==> src/hdl/lbes_pkg.sv <==
// ----------------------------------------------------------------------------
// LED brightness effect sequencer package
// Shared types, register indexes, effect codes and pause-length functions.
// ----------------------------------------------------------------------------
package lbes_pkg;

  localparam int CFG_IDX_W  = 3;
  localparam int CFG_DATA_W = 7;

  localparam logic [CFG_IDX_W-1:0] REG_STYLE        = 3'd0;
  localparam logic [CFG_IDX_W-1:0] REG_SPEED        = 3'd1;
  localparam logic [CFG_IDX_W-1:0] REG_RANGE_MIN    = 3'd2;
  localparam logic [CFG_IDX_W-1:0] REG_RANGE_MAX    = 3'd3;
  localparam logic [CFG_IDX_W-1:0] REG_RANDOM_COLOR = 3'd4;

  localparam logic [1:0] STYLE_STEADY    = 2'd0;
  localparam logic [1:0] STYLE_BREATHING = 2'd1;
  localparam logic [1:0] STYLE_FLASH     = 2'd2;
  localparam logic [1:0] STYLE_DOUBLE    = 2'd3;

  localparam logic [3:0] SPEED_RESET     = 4'd5;
  localparam logic [6:0] RANGE_MAX_RESET = 7'd100;

  localparam logic [6:0] STEADY_LAST = 7'd91;
  localparam logic [2:0] COLOR_LAST  = 3'd6;
  localparam logic [7:0] SHORT_GAP   = 8'd10;

  typedef struct packed {
    logic [1:0] style;
    logic [3:0] speed;
    logic [6:0] range_min;
    logic [6:0] range_max;
    logic       random_color;
  } lbes_cfg_t;

  // Idle length after a breathing cycle bottoms out.
  function automatic logic [5:0] breath_pause(input logic [3:0] spd);
    if (spd < 4'd10) begin
      return 6'((4'd10 - spd) * 5);
    end
    return 6'd0;
  endfunction

  // Pause after a flash returns to the minimum.
  function automatic logic [7:0] flash_pause(input logic [3:0] spd);
    if (spd <= 4'd11) begin
      return 8'((5'd12 - {1'b0, spd}) * 20 - 10);
    end
    return 8'd0;
  endfunction

  // Pause after the second pulse of a double flash.
  function automatic logic [7:0] double_pause(input logic [3:0] spd);
    if (spd <= 4'd10) begin
      return 8'((5'd11 - {1'b0, spd}) * 20);
    end
    return 8'd0;
  endfunction

endpackage

==> src/hdl/lbes_cfg_regs.sv <==
// ----------------------------------------------------------------------------
// Configuration registers
// Holds style, speed, range and color settings written over the cfg channel.
// ----------------------------------------------------------------------------
module lbes_cfg_regs (
  input  logic                             clk,
  input  logic                             rst_n,
  input  logic                             wr_en,
  input  logic [lbes_pkg::CFG_IDX_W-1:0]   wr_index,
  input  logic [lbes_pkg::CFG_DATA_W-1:0]  wr_data,
  output lbes_pkg::lbes_cfg_t              cfg
);

  lbes_pkg::lbes_cfg_t cfg_r;
  lbes_pkg::lbes_cfg_t cfg_nxt;

  always_comb begin
    cfg_nxt = cfg_r;
    if (wr_en) begin
      case (wr_index)
        lbes_pkg::REG_STYLE:        cfg_nxt.style        = wr_data[1:0];
        lbes_pkg::REG_SPEED:        cfg_nxt.speed        = wr_data[3:0];
        lbes_pkg::REG_RANGE_MIN:    cfg_nxt.range_min    = wr_data[6:0];
        lbes_pkg::REG_RANGE_MAX:    cfg_nxt.range_max    = wr_data[6:0];
        lbes_pkg::REG_RANDOM_COLOR: cfg_nxt.random_color = wr_data[0];
        default:                    cfg_nxt = cfg_r;
      endcase
    end
  end

  always_ff @(posedge clk) begin
    if (!rst_n) begin
      cfg_r.style        <= lbes_pkg::STYLE_STEADY;
      cfg_r.speed        <= lbes_pkg::SPEED_RESET;
      cfg_r.range_min    <= 7'd0;
      cfg_r.range_max    <= lbes_pkg::RANGE_MAX_RESET;
      cfg_r.random_color <= 1'b0;
    end else begin
      cfg_r <= cfg_nxt;
    end
  end

  assign cfg = cfg_r;

endmodule

==> src/hdl/lbes_effect_core.sv <==
// ----------------------------------------------------------------------------
// Effect state and tick update
// Holds the animation state and computes one tick's level and color.
// ----------------------------------------------------------------------------
module lbes_effect_core (
  input  logic                clk,
  input  logic                rst_n,
  input  lbes_pkg::lbes_cfg_t cfg,
  input  logic                step,
  output logic [6:0]          level,
  output logic [2:0]          color_index
);

  logic [6:0]        light_r,   light_nxt;
  logic signed [8:0] ramp_r,    ramp_nxt;
  logic              up_r,      up_nxt;
  logic [5:0]        bwait_r,   bwait_nxt;
  logic [7:0]        fwait_r,   fwait_nxt;
  logic [7:0]        dwait_r,   dwait_nxt;
  logic [1:0]        pulse_r,   pulse_nxt;
  logic [6:0]        steady_r,  steady_nxt;
  logic [2:0]        color_r,   color_nxt;
  logic [6:0]        kmin_r,    kmin_nxt;
  logic [6:0]        kmax_r,    kmax_nxt;

  logic              adv;
  logic              chg;
  logic [6:0]        light0;
  logic signed [8:0] ramp0;
  logic signed [8:0] ramp1;
  logic signed [8:0] smin;
  logic signed [8:0] smax;
  logic signed [8:0] clip;
  logic [6:0]        light1;
  logic [1:0]        pulse1;

  always_comb begin
    light_nxt  = light_r;
    ramp_nxt   = ramp_r;
    up_nxt     = up_r;
    bwait_nxt  = bwait_r;
    fwait_nxt  = fwait_r;
    dwait_nxt  = dwait_r;
    pulse_nxt  = pulse_r;
    steady_nxt = steady_r;
    kmin_nxt   = kmin_r;
    kmax_nxt   = kmax_r;
    adv        = 1'b0;
    level      = cfg.range_max;
    smin       = $signed({2'b00, cfg.range_min});
    smax       = $signed({2'b00, cfg.range_max});
    chg        = (cfg.range_min != kmin_r) || (cfg.range_max != kmax_r);
    light0     = chg ? cfg.range_min : light_r;
    ramp0      = chg ? smin : ramp_r;
    ramp1      = ramp0;
    clip       = ramp0;
    light1     = light0;
    pulse1     = pulse_r;

    if (cfg.style == lbes_pkg::STYLE_STEADY) begin
      if (steady_r >= lbes_pkg::STEADY_LAST) begin
        adv        = 1'b1;
        steady_nxt = 7'd0;
      end else begin
        steady_nxt = steady_r + 7'd1;
      end
    end else begin
      kmin_nxt  = cfg.range_min;
      kmax_nxt  = cfg.range_max;
      light_nxt = light0;
      ramp_nxt  = ramp0;
      level     = light0;
      case (cfg.style)
        lbes_pkg::STYLE_BREATHING: begin
          if (bwait_r != 6'd0) begin
            bwait_nxt = bwait_r - 6'd1;
          end else begin
            adv = (light0 == cfg.range_min);
            if (ramp0 <= smin || ramp0 >= smax) begin
              up_nxt = !up_r;
            end
            ramp1 = up_nxt ? ramp0 + 9'sd1 : ramp0 - 9'sd1;
            clip  = (ramp1 > smax) ? smax : ramp1;
            clip  = (clip < smin) ? smin : clip;
            light_nxt = clip[6:0];
            ramp_nxt  = ramp1;
            if (ramp1 <= 9'sd0) begin
              bwait_nxt = lbes_pkg::breath_pause(cfg.speed);
              ramp_nxt  = smin;
            end
          end
        end
        lbes_pkg::STYLE_FLASH: begin
          if (fwait_r != 8'd0) begin
            fwait_nxt = fwait_r - 8'd1;
          end else begin
            light1    = (light0 == cfg.range_min) ? cfg.range_max : cfg.range_min;
            light_nxt = light1;
            fwait_nxt = (light1 == cfg.range_min) ? lbes_pkg::flash_pause(cfg.speed)
                                                  : lbes_pkg::SHORT_GAP;
          end
        end
        default: begin
          if (dwait_r != 8'd0) begin
            dwait_nxt = dwait_r - 8'd1;
          end else begin
            adv       = (pulse_r == 2'd0) && (light0 == cfg.range_min);
            light1    = (light0 == cfg.range_min) ? cfg.range_max : cfg.range_min;
            light_nxt = light1;
            dwait_nxt = lbes_pkg::SHORT_GAP;
            pulse1    = pulse_r;
            if (pulse_r == 2'd2) begin
              dwait_nxt = lbes_pkg::double_pause(cfg.speed);
              pulse1    = 2'd0;
            end
            pulse_nxt = (light1 == cfg.range_max) ? pulse1 + 2'd1 : pulse1;
          end
        end
      endcase
    end

    color_nxt = color_r;
    if (adv && cfg.random_color) begin
      color_nxt = (color_r >= lbes_pkg::COLOR_LAST) ? 3'd0 : color_r + 3'd1;
    end
    color_index = color_nxt;
  end

  always_ff @(posedge clk) begin
    if (!rst_n) begin
      light_r  <= 7'd0;
      ramp_r   <= 9'sd0;
      up_r     <= 1'b0;
      bwait_r  <= 6'd0;
      fwait_r  <= 8'd0;
      dwait_r  <= 8'd0;
      pulse_r  <= 2'd0;
      steady_r <= 7'd0;
      color_r  <= 3'd0;
      kmin_r   <= 7'd0;
      kmax_r   <= 7'd0;
    end else if (step) begin
      light_r  <= light_nxt;
      ramp_r   <= ramp_nxt;
      up_r     <= up_nxt;
      bwait_r  <= bwait_nxt;
      fwait_r  <= fwait_nxt;
      dwait_r  <= dwait_nxt;
      pulse_r  <= pulse_nxt;
      steady_r <= steady_nxt;
      color_r  <= color_nxt;
      kmin_r   <= kmin_nxt;
      kmax_r   <= kmax_nxt;
    end
  end

endmodule

==> src/hdl/led_brightness_effect_sequencer.sv <==
// ----------------------------------------------------------------------------
// LED brightness effect sequencer
// Steady, breathing, flash and double-flash brightness effects with an
// optional cycling color slot, one result item per tick item.
// ----------------------------------------------------------------------------
// Each tick item is taken into an input register, the effect state is
// updated in one pass, and the result lands in an output register, so the
// block accepts one item per clock cycle while the output is not stalled.
// A tick moves on from the input register when the output register is empty
// or its result is being taken; a stalled output holds one result while a
// second tick waits in the input register. Configuration writes are
// registered and must be made while no tick is in flight.
module led_brightness_effect_sequencer (
  input  logic                            clk,
  input  logic                            rst_n,
  input  logic                            in_tvalid,
  output logic                            in_tready,
  input  logic [7:0]                      in_tdata,   // [2:0] target
  output logic                            out_tvalid,
  input  logic                            out_tready,
  output logic [15:0]                     out_tdata,  // [6:0] level, [9:7] target_out,
                                                      // [12:10] color_index
  input  logic                            cfg_valid,
  output logic                            cfg_ready,
  input  logic [lbes_pkg::CFG_IDX_W-1:0]  cfg_index,
  input  logic [lbes_pkg::CFG_DATA_W-1:0] cfg_data
);

  lbes_pkg::lbes_cfg_t cfg;

  logic       in_vld_r,  in_vld_nxt;
  logic [2:0] in_tgt_r;
  logic       out_vld_r, out_vld_nxt;
  logic [6:0] out_level_r;
  logic [2:0] out_tgt_r;
  logic [2:0] out_color_r;
  logic       advance;
  logic       step;
  logic [6:0] level;
  logic [2:0] color_index;

  assign cfg_ready = 1'b1;

  lbes_cfg_regs u_cfg (
    .clk      (clk),
    .rst_n    (rst_n),
    .wr_en    (cfg_valid & cfg_ready),
    .wr_index (cfg_index),
    .wr_data  (cfg_data),
    .cfg      (cfg)
  );

  lbes_effect_core u_core (
    .clk         (clk),
    .rst_n       (rst_n),
    .cfg         (cfg),
    .step        (step),
    .level       (level),
    .color_index (color_index)
  );

  assign advance   = !out_vld_r || out_tready;
  assign step      = in_vld_r && advance;
  assign in_tready = !in_vld_r || advance;

  always_comb begin
    in_vld_nxt  = in_tready ? in_tvalid : in_vld_r;
    out_vld_nxt = advance ? in_vld_r : out_vld_r;
  end

  always_ff @(posedge clk) begin
    if (!rst_n) begin
      in_vld_r  <= 1'b0;
      out_vld_r <= 1'b0;
    end else begin
      in_vld_r  <= in_vld_nxt;
      out_vld_r <= out_vld_nxt;
    end
  end

  always_ff @(posedge clk) begin
    if (in_tready) begin
      in_tgt_r <= in_tdata[2:0];
    end
    if (step) begin
      out_level_r <= level;
      out_tgt_r   <= in_tgt_r;
      out_color_r <= color_index;
    end
  end

  assign out_tvalid = out_vld_r;
  assign out_tdata  = {3'b000, out_color_r, out_tgt_r, out_level_r};

endmodule

==> config.mk <==
export PLATFORM = sky130hd
export DESIGN_NAME = led_brightness_effect_sequencer
export DESIGN_NICKNAME = d
export VERILOG_FILES = /design/src/hdl/lbes_pkg.sv /design/src/hdl/lbes_cfg_regs.sv /design/src/hdl/lbes_effect_core.sv /design/src/hdl/led_brightness_effect_sequencer.sv
export SDC_FILE = /design/constraint.sdc
export NUM_CORES = 1
export LEC_CHECK = 0
export ABC_AREA = 1
export ABC_CLOCK_PERIOD_IN_PS = 8200
export BUFFER_PORTS_ARGS = -buffer_cell sky130_fd_sc_hd__buf_4
export CORE_MARGIN = 3
export CORE_UTILIZATION = 35
export CTS_CLUSTER_DIAMETER = 150
export CTS_CLUSTER_SIZE = 20
export DETAILED_ROUTE_END_ITERATION = 10
export HOLD_SLACK_MARGIN = 0.05
export PLACE_DENSITY = 0.52
export SYNTH_ARGS = -nofsm -noshare
export SYNTH_HDL_FRONTEND = slang
export SYNTH_HIERARCHICAL = 1
export SYNTH_SLANG_ARGS = --single-unit
==> constraint.sdc <==
create_clock -name clk -period 8.2 [get_ports clk]
set_clock_uncertainty 0.05 [all_clocks]
set_input_delay 0.41 -clock clk [delete_from_list [all_inputs] [get_ports clk]]
set_output_delay 0.41 -clock clk [all_outputs]
set_load 0.03 [all_outputs]
==> results of run 1 <==
==> registers in the layout, indices dropped and copies added, names as in the netlist <==
| signal | flops |
|---|---|
| u_core/ramp_r | 9 |
| u_cfg/cfg | 21 |
| out_tvalid | 1 |
| u_core/light_r | 7 |
| out_tgt_r | 3 |
| u_core/kmax_r | 7 |
| out_color_r | 3 |
| in_vld_r | 1 |
| u_core/kmin_r | 7 |
| u_core/fwait_r | 8 |
| out_level_r | 7 |
| in_tgt_r | 3 |
| u_core/bwait_r | 6 |
| u_core/pulse_r | 2 |
| u_core/color_r | 3 |
| u_core/dwait_r | 8 |
| u_core/steady_r | 7 |
| u_core/up_r | 1 |
==> per-layer routing <==
metal | vias up | wire (µm)
met5 | - | 0
met4 | 0 | 397
met3 | 24 | 795
met2 | 133 | 9960
met1 | 3312 | 11000
li1 | 3840 | -
==> synthesized netlist by cell type, types with 5 or more instances <==
master / count / area [µm²]
ha_1: 56 / 701
nor3_1: 8 / 40.0
nand2_1: 286 / 1070
buf_4: 6 / 45.0
nor2_1: 98 / 368
o21ai_0: 92 / 460
nand4_1: 6 / 37.5
o21ai_1: 20 / 100
edfxtp_1: 16 / 480
inv_1: 124 / 465
nand3_1: 81 / 405
a211oi_1: 6 / 45.0
xnor2_1: 7 / 61.3
clkbuf_1: 18 / 67.6
nor2_2: 5 / 31.3
a31oi_1: 11 / 68.8
o211ai_1: 10 / 75.1
inv_2: 22 / 82.6
dfxtp_1: 88 / 1760
xor2_1: 26 / 228
or2_2: 5 / 31.3
a21oi_1: 85 / 425
nand2_2: 9 / 56.3
nor2_4: 5 / 56.3
==> stage by stage <==
step	worst slack, ps	cells
after floorplan	2190	1151
after detailed placement	762	1441
after CTS	711	1457
after global routing	76.0	1457
after global placement	762	1441
final	910	1457
==> kinds of logic after synthesis <==
group,count (synthesis)
AND/OR/NAND/NOR,516
AO/OA/AOI/OAI,250
buffers and inverters,184
flip-flops,104
adder cells (fa/ha/maj),60
XOR/XNOR,33
other,2
==> worst max path at each step <==
stage                              endpoint  slack, ps  cells past startpoint
after detailed placement  u_core/light_r[6]        760                     48
after global routing      u_core/light_r[6]         80                     52
after floorplan           u_core/light_r[1]       2190                     53
final                     u_core/light_r[6]        910                     52
after global placement    u_core/light_r[6]        760                     50
after CTS                 u_core/light_r[6]        710                     48
==> power breakdown <==
group          internal [mW]  switching, mW  leakage, nW
Clock                  0.214          0.224        0.143
Combinational          0.154          0.296         3.05
Sequential             0.532         0.0115        0.867
Total                  0.899          0.532         4.06
==> layout make-up <==
type	instances	area, µm²	area share (%)
clock buffer	9	225	2.64
clock inverter	7	63.8	0.747
inverter	149	559	6.55
multi-input combinational	863	4730	55.4
sequential	104	2240	26.3
tap	275	344	4.03
timing repair buffer	50	375	4.39
==> metrics.md, run 1 <==
| Metric | Value |
|---|---|
| Status | `finished clean` |
| Gr usage total | `18.6%` |
| Hpwl dp | `16.4 mm` |
| Worst slew pin tran | `716 ps` |
| Startpoint type of the worst setup path | `flop` |
| Top delay family on crit path | `simple AND/OR/NAND/NOR gates` |
| Asr flop ratio synth | `0%` |
| Mapped Area | `7690 µm²` |
| FF-to-FF Start | `u_cfg/cfg[4]` |
| Max Slew Vio Count | `0` |
| RSZ-0062 raised after global routing | `no` |
| Worst Reg-to-Reg Cells | `52` |
| HP Start | `in_tdata[2]` |
| Power density over cell area | `168 nW/µm²` |
| CP bufs+invs | `6` |
| Post-Syn Instances | `1,149` |
| Row count | `53` |
| Clock latency on the worst-skew pair | `360 ps` |
| Setup Buffers After CTS | `0` |
| Port bufs | `32` |
| Die X | `154 µm` |
| Drt wl/cell | `15.2 µm` |
| Met2 Use GR | `29.6%` |
| Die span in y | `154 µm` |
| Worst min-delay path class | `in -> reg` |
| Post-synthesis mux area share | `0%` |
| Largest family of logic cells by synthesized area | `simple AND/OR/NAND/NOR gates` |
| 1st-iter DRT viols | `621` |
| Maximum clock path buffer count | `2` |
| YS warnings | `6` |
| ANT cells | `0` |
| Most common cell after layout, fill and taps aside | `nand2_1` |
| Final Util | `40.1%` |
| Critical Path Max Stage Delay | `470 ps` |
| Average vias per placed instance | `5.02` |
| First-pass GRT wire length | `35.7 mm` |
| Grt total ovfl | `0` |
| H-tree levels | `3` |
| Worst IR drop on VDD | `0.000106 V` |
| CP most frequent cell | `nand2_1` |
| Post-layout power | `1.43 mW` |
| RD Place Congestion | `0.838` |
| Post-Synth Simple-Gate Area | `28.9%` |
| CTS tree | `done` |
| Synth Flop Type | `dfxtp_1` |
| Netlist cell types | `56` |
| GRT busiest layer | `met2` |
| Initial core utilization | `36.1%` |
| Reg-to-reg endpoint | `u_core/light_r[6]` |
| Post-route DRC | `0` |
| Post-route cell area | `8540 µm²` |
| Core area | `21,300 µm²` |
| FMAX | `137 MHz` |
| Post-DRT Antenna Nets | `0` |
| Vias | `7,309` |
| Die ar. | `23,800 µm²` |
| Hold Buf Count CTS | `0` |
| Max_cap viols | `0` |
| Post-synth EDFFs | `16` |
| GR Layer Usage met3 | `2.85%` |
| Critical Path Sink Type | `flop` |
| Initial antenna violation count | `0` |
| Placed cell areas | `8230 µm²` |
| Final period util | `88.9%` |
| Crit path DAT | `7520 ps` |
| Total iterations of the first detailed-routing run | `5` |
| Synthesis-stage register bit count | `104` |
| Fill count | `2,308` |
| Final setup fails | `0` |
| GRT met1 Usage | `26.3%` |
| Number of global-route vias before repair | `6,714` |
| R2R Setup Slk | `910 ps` |
| Hold depth | `1` |
| Avg Cell Area, Syn | `6.69 µm²` |
| Final #Nets | `1,260` |
| IO Pins | `42` |
| Critical Path Start | `u_cfg/cfg[4]` |
| Crit path kind | `reg -> reg` |
| Period minus WS final | `7290 ps` |
| Slowest cell on the critical path | `dfxtp_1` |
| Worst-path clk slew | `80 ps` |
| Critical path fanouts, max | `17` |
| Final hold vios | `0` |
| Inserted Clock Buffers | `9` |
| Clock root buffer | `clkbuf_16` |
| WHS Endpoint | `in_tgt_r[2]` |
| Post-cts sizing count | `0` |
| Adder-cell share of the synthesized area | `10.2%` |
| Total Neg Setup Slack | `0 ps` |
| Minimum hold slack | `176 ps` |
| Most frequent cells in the layout | `nand2_1, inv_1, nor2_1` |
| Worst EP required | `8430 ps` |
| Pin count of the biggest net entering global routing | `67` |
| Slew margin rel. | `52.3%` |
| XOR/XNOR Fraction of Synth Area | `3.76%` |
| Sequential area share after synthesis | `29.2%` |
| CTS sink cnt | `104` |
| Total Wirelength | `22.2 mm` |
| Post-synthesis compound-gate area fraction | `18.2%` |
| Synth-to-Final Area Change | `11.1%` |
| Share of layout cells above drive strength 1 | `10.9%` |
| P_leak | `4.06 nW` |
No activity file was read; power rests on OpenSTA's default activity.
==> run 2: changes to the inputs <==
- CORE_UTILIZATION: 35 -> 55
- PLACE_DENSITY: 0.52 -> 0.74
==> run 2 against run 1 <==
  * Sequential power is essentially flat
  * Clock power up 4%
  * Sequential share of layout area is 0.47 points higher
  * Register-to-register slack lost 250 ps
  * Flip-flop and latch count is the same
  * Setup slack worse by 250 ps
  * Die area down 35%
  * Combinational power about the same
  * Worst hold slack gained 1.5 ps
  * Fmax shrank 3.4%
  * Critical endpoint is now u_core/light_r[4]
==> metrics.md, run 2 (synthesis gave the netlist of run 1 again) <==
| Metric | Value |
|---|---|
| Worst-path clk slew | `80 ps` |
| FMAX | `133 MHz` |
| Die ar. | `15,400 µm²` |
| CTS tree | `done` |
| Pin count of the biggest net entering global routing | `67` |
| Row count | `42` |
| RD Place Congestion | `0.946` |
| Worst EP required | `8440 ps` |
| Drt wl/cell | `14.9 µm` |
| CTS sink cnt | `104` |
| 1st-iter DRT viols | `667` |
| IO Pins | `42` |
| Status | `finished clean` |
| Share of layout cells above drive strength 1 | `10.5%` |
| HP Start | `in_tdata[2]` |
| Reg-to-reg endpoint | `u_core/light_r[4]` |
| RSZ-0062 raised after global routing | `no` |
| Period minus WS final | `7540 ps` |
| Average vias per placed instance | `5.55` |
| Initial antenna violation count | `0` |
| H-tree levels | `3` |
| First-pass GRT wire length | `33.2 mm` |
| Slew margin rel. | `52.1%` |
| Inserted Clock Buffers | `9` |
| Critical Path Sink Type | `flop` |
| Crit path DAT | `7790 ps` |
| Max Slew Vio Count | `0` |
| Synth-to-Final Area Change | `9.13%` |
| Post-layout power | `1.45 mW` |
| Fill count | `1,300` |
| Core area | `13,500 µm²` |
| Final #Nets | `1,254` |
| ANT cells | `0` |
| Final setup fails | `0` |
| Area of the multi-input gates | `4730 µm²` |
| P_leak | `4.04 nW` |
| R2R Setup Slk | `660 ps` |
| Hold depth | `1` |
| Slowest cell on the critical path | `dfxtp_1` |
| Largest register FFs | `21` |
| Die X | `124 µm` |
| Crit path kind | `reg -> reg` |
| Setup Buffers After CTS | `0` |
| FF-to-FF Start | `u_cfg/cfg[5]` |
| Max_cap viols | `0` |
| Clock latency on the worst-skew pair | `360 ps` |
| Worst slew pin tran | `717 ps` |
| Port bufs | `32` |
| CP most frequent cell | `nand2_1` |
| Die span in y | `124 µm` |
| Post-route DRC | `0` |
| Power density over cell area | `172 nW/µm²` |
| Hpwl dp | `14.6 mm` |
| Final period util | `92.0%` |
| Total Wirelength | `20.1 mm` |
| Initial core utilization | `57.1%` |
| Post-DRT Antenna Nets | `0` |
| Startpoint type of the worst setup path | `flop` |
| Total Neg Setup Slack | `0 ps` |
| Vias | `7,507` |
| Maximum clock path buffer count | `2` |
| Clock root buffer | `clkbuf_16` |
| Final hold vios | `0` |
| Critical Path Max Stage Delay | `470 ps` |
| Critical path fanouts, max | `24` |
| Worst Reg-to-Reg Cells | `51` |
| WHS Endpoint | `in_tgt_r[2]` |
| Number of global-route vias before repair | `6,785` |
| Most frequent cells in the layout | `nand2_1, inv_1, nor2_1` |
| Worst min-delay path class | `in -> reg` |
| Total iterations of the first detailed-routing run | `5` |
| Gr usage total | `25.7%` |
| Grt total ovfl | `0` |
| Final std cells w/o fill | `1,352` |
| Most common cell after layout, fill and taps aside | `nand2_1` |
| Placed cells | `1,336` |
| Register area | `2240 µm²` |
| Worst IR drop on VDD | `0.000124 V` |
run 2: area by class of cell:
cell class	count	area share (%)
clock buffer	10	2.73
clock inverter	6	0.895
inverter	149	6.67
multi-input combinational	863	56.4
sequential	104	26.7
tap	176	2.62
timing repair buffer	44	3.94
run 2: timing repair:
action,4_1_cts,5_1_grt
resized for setup,0,5
endpoints found under the hold margin,0,0
hold buffers,0,0
endpoints found under the setup margin,0,7
run 2: worst max path at each step:
stage,from,cells after the start,slack [ps],endpoint
after floorplan,u_cfg/cfg[8],53,2190,u_core/light_r[1]
after global placement,u_cfg/cfg[4],50,670,u_core/light_r[4]
after detailed placement,u_cfg/cfg[4],50,590,u_core/light_r[4]
after CTS,u_cfg/cfg[4],50,510,u_core/light_r[4]
after global routing,u_cfg/cfg[4],50,20,u_core/light_r[4]
final,u_cfg/cfg[5],51,660,u_core/light_r[4]
run 2: worst max-delay path, delay by kind of cell, from the launching register on:
family,cells,cell delay [ps]
flops,1,470
simple gates,29,3260
xor+xnor,1,270
compound gates,12,1820
fa+ha+maj,4,1050
buf+inv,5,540
run 2: layer usage:
metal | wire length, µm | track usage [%]
met5 | 0 | 0
met4 | 479 | 9.54
met3 | 1420 | 4.98
met2 | 8990 | 40.1
met1 | 9260 | 35.5
run 2: report_power, final:
part	switching, mW	internal (mW)	total (mW)	leakage [nW]
clock network	0.212	0.243	0.454	0.151
logic	0.297	0.150	0.447	3.02
registers	0.0119	0.532	0.544	0.867
total	0.520	0.925	1.45	4.04
run 2: through the flow:
| stage | worst slack, ps | cell area (µm²) | hold WS, ps | utilization [%] |
|---|---|---|---|---|
| after floorplan | 2190 | 7690 | 350 | - |
| after global placement | 672 | 8060 | 352 | 59.9 |
| after detailed placement | 586 | 8060 | 356 | 59.9 |
| after CTS | 514 | 8360 | 163 | 62.2 |
| after global routing | 19.4 | 8390 | 161 | 62.4 |
| final | 657 | 8390 | 177 | 62.4 |
==> run 3: changes to the inputs <==
- ABC_CLOCK_PERIOD_IN_PS: 8200 -> 9600
- CORE_UTILIZATION: 55 -> 65
- PLACE_DENSITY: 0.74 -> 0.85
- clock period: 8.2 -> 9.6 ns (I/O delays scaled with it)
==> run 3 against run 2 <==
  * Global-route usage is 4.3 points higher
  * Sequential share of layout area is 0.45 points higher
  * Total power is 16% lower
  * Worst hold slack better by 69 ps
  * Wire length is 0.89% lower
  * Combinational power is 15% lower
  * Die area is 15% lower
  * Critical path depth is 1 lower
  * Utilization is 9.6 points higher
  * Register-to-register slack better by 800 ps
  * Largest power group unchanged
==> metrics.md, run 3 (synthesis gave the netlist of run 1 again) <==
| Metric | Value |
|---|---|
| Final #Nets | `1,245` |
| RSZ-0062 raised after global routing | `no` |
| Status | `finished clean` |
| Max Slew Vio Count | `0` |
| Critical Path Sink Type | `flop` |
| CTS sink cnt | `104` |
| Vias | `7,670` |
| Most common cell after layout, fill and taps aside | `nand2_1` |
| Maximum clock path buffer count | `2` |
| Largest register FFs | `21` |
| RD Place Congestion | `0.973` |
| Grt total ovfl | `0` |
| P_int | `0.769 mW` |
| Total Neg Setup Slack | `0 ps` |
| R2R Setup Slk | `1450 ps` |
| Die ar. | `13,200 µm²` |
| Sw frac | `36.8%` |
| H-tree levels | `3` |
| Average vias per placed instance | `5.85` |
| Slowest cell on the critical path | `dfxtp_1` |
| Drt wl/cell | `15.2 µm` |
| Inserted Clock Buffers | `9` |
| Fill count | `992` |
| Max_cap viols | `0` |
| Worst EP required | `9830 ps` |
| Worst min-delay path class | `in -> reg` |
| Period minus WS final | `8150 ps` |
| Startpoint type of the worst setup path | `flop` |
| Total Wirelength | `20.0 mm` |
| Gr usage total | `30.0%` |
| P_leak | `3.98 nW` |
| Switching Power | `0.447 mW` |
| Total iterations of the first detailed-routing run | `5` |
| Crit path DAT | `8370 ps` |
| DP Worst Slack | `1840 ps` |
| Hpwl dp | `14.3 mm` |
| Post-DRT Antenna Nets | `0` |
| 1st-iter DRT viols | `800` |
| Post-cts sizing count | `0` |
| CTS tree | `done` |
| Worst slew pin tran | `714 ps` |
| Setup Buffers After CTS | `0` |
| Worst-path clk slew | `80 ps` |
| Synth-to-Final Area Change | `7.31%` |
| Setup ws final | `1450 ps` |
| Placed cell areas | `7950 µm²` |
| Slew margin rel. | `52.3%` |
| Clock root buffer | `clkbuf_16` |
| Share of layout cells above drive strength 1 | `9.51%` |
| Clock latency on the worst-skew pair | `360 ps` |
| Comb power frac | `31.1%` |
| Initial core utilization | `67.0%` |
| Number of global-route vias before repair | `6,794` |
| ANT cells | `0` |
| Critical path fanouts, max | `24` |
| Post-route cell area | `8250 µm²` |
| Initial antenna violation count | `0` |
| Die span in y | `115 µm` |
| Most frequent cells in the layout | `nand2_1, inv_1, nor2_1` |
| Critical Path Max Stage Delay | `620 ps` |
| Pin count of the biggest net entering global routing | `67` |
| Clk pwr share | `30.6%` |
| IO Pins | `42` |
| Power density over cell area | `148 nW/µm²` |
| CP most frequent cell | `nand2_1` |
| Die X | `115 µm` |
| First-pass GRT wire length | `32.1 mm` |
| Post-route DRC | `0` |
| Sequential Power Share | `38.3%` |
| Worst IR drop on VDD | `0.000178 V` |
| Hold Buf Count CTS | `0` |
| Port bufs | `32` |
| Final hold vios | `0` |
| Final setup fails | `0` |
| Final period util | `84.9%` |
| Row count | `39` |
| Crit path kind | `reg -> reg` |
| Post-layout power | `1.22 mW` |
| Core area | `11,500 µm²` |
| FMAX | `123 MHz` |
-- run 3: area by class of cell --
type / count / area, µm² / share of cell area, %
multi-input combinational: 863 / 4710 / 57.1
sequential: 104 / 2240 / 27.2
inverter: 149 / 559 / 6.78
timing repair buffer: 35 / 263 / 3.19
clock buffer: 10 / 239 / 2.90
tap: 143 / 179 / 2.17
clock inverter: 6 / 60.1 / 0.728
-- run 3: stage by stage --
| step | std cells | utilization (%) | hold WS (ps) |
|---|---|---|---|
| 4_1_cts | 1310 | 71.9 | 240 |
| 2_1_floorplan | 1151 | - | 350 |
| 6_report | 1310 | 71.9 | 247 |
| 5_1_grt | 1310 | 71.9 | 233 |
| 3_5_place_dp | 1294 | 69.3 | 358 |
| 3_3_place_gp | 1294 | 69.3 | 350 |
-- run 3: layer usage --
metal / share of wire [%] / up-vias / GRT usage (%)
met5: 0 / - / 0
met4: 2.6 / 0 / 10.3
met3: 7.5 / 42 / 5.11
met2: 47 / 347 / 49.2
met1: 43 / 3466 / 40.2
li1: - / 3815 / -
-- run 3: critical path: cells and delay by family, from the launching register on --
kind,cells,cell delay [ps]
simple gates,28,3250
compound gates,12,2140
fa+ha+maj,4,1110
flops,1,620
buf+inv,5,540
xor+xnor,1,330
-- run 3: power groups by stage --
stage | sequential [mW] | clock [mW] | combinational, mW
CTS | 0.466 | 0.377 | 0.368
floorplan | 0.477 | 0 | 0.286
global placement | 0.475 | 0 | 0.354
global route | 0.468 | 0.391 | 0.417
finish | 0.466 | 0.373 | 0.378
detailed placement | 0.476 | 0 | 0.362
-- run 3: worst paths after layout --
check	endpoint	cells past startpoint	start
worst max-delay path	u_core/light_r[4]	50	u_cfg/cfg[8]
worst min-delay path	in_tgt_r[1]	1	in_tdata[1]
worst max register to register	u_core/light_r[4]	50	u_cfg/cfg[8]
worst min register to register	out_tgt_r[1]	0	in_tgt_r[1]
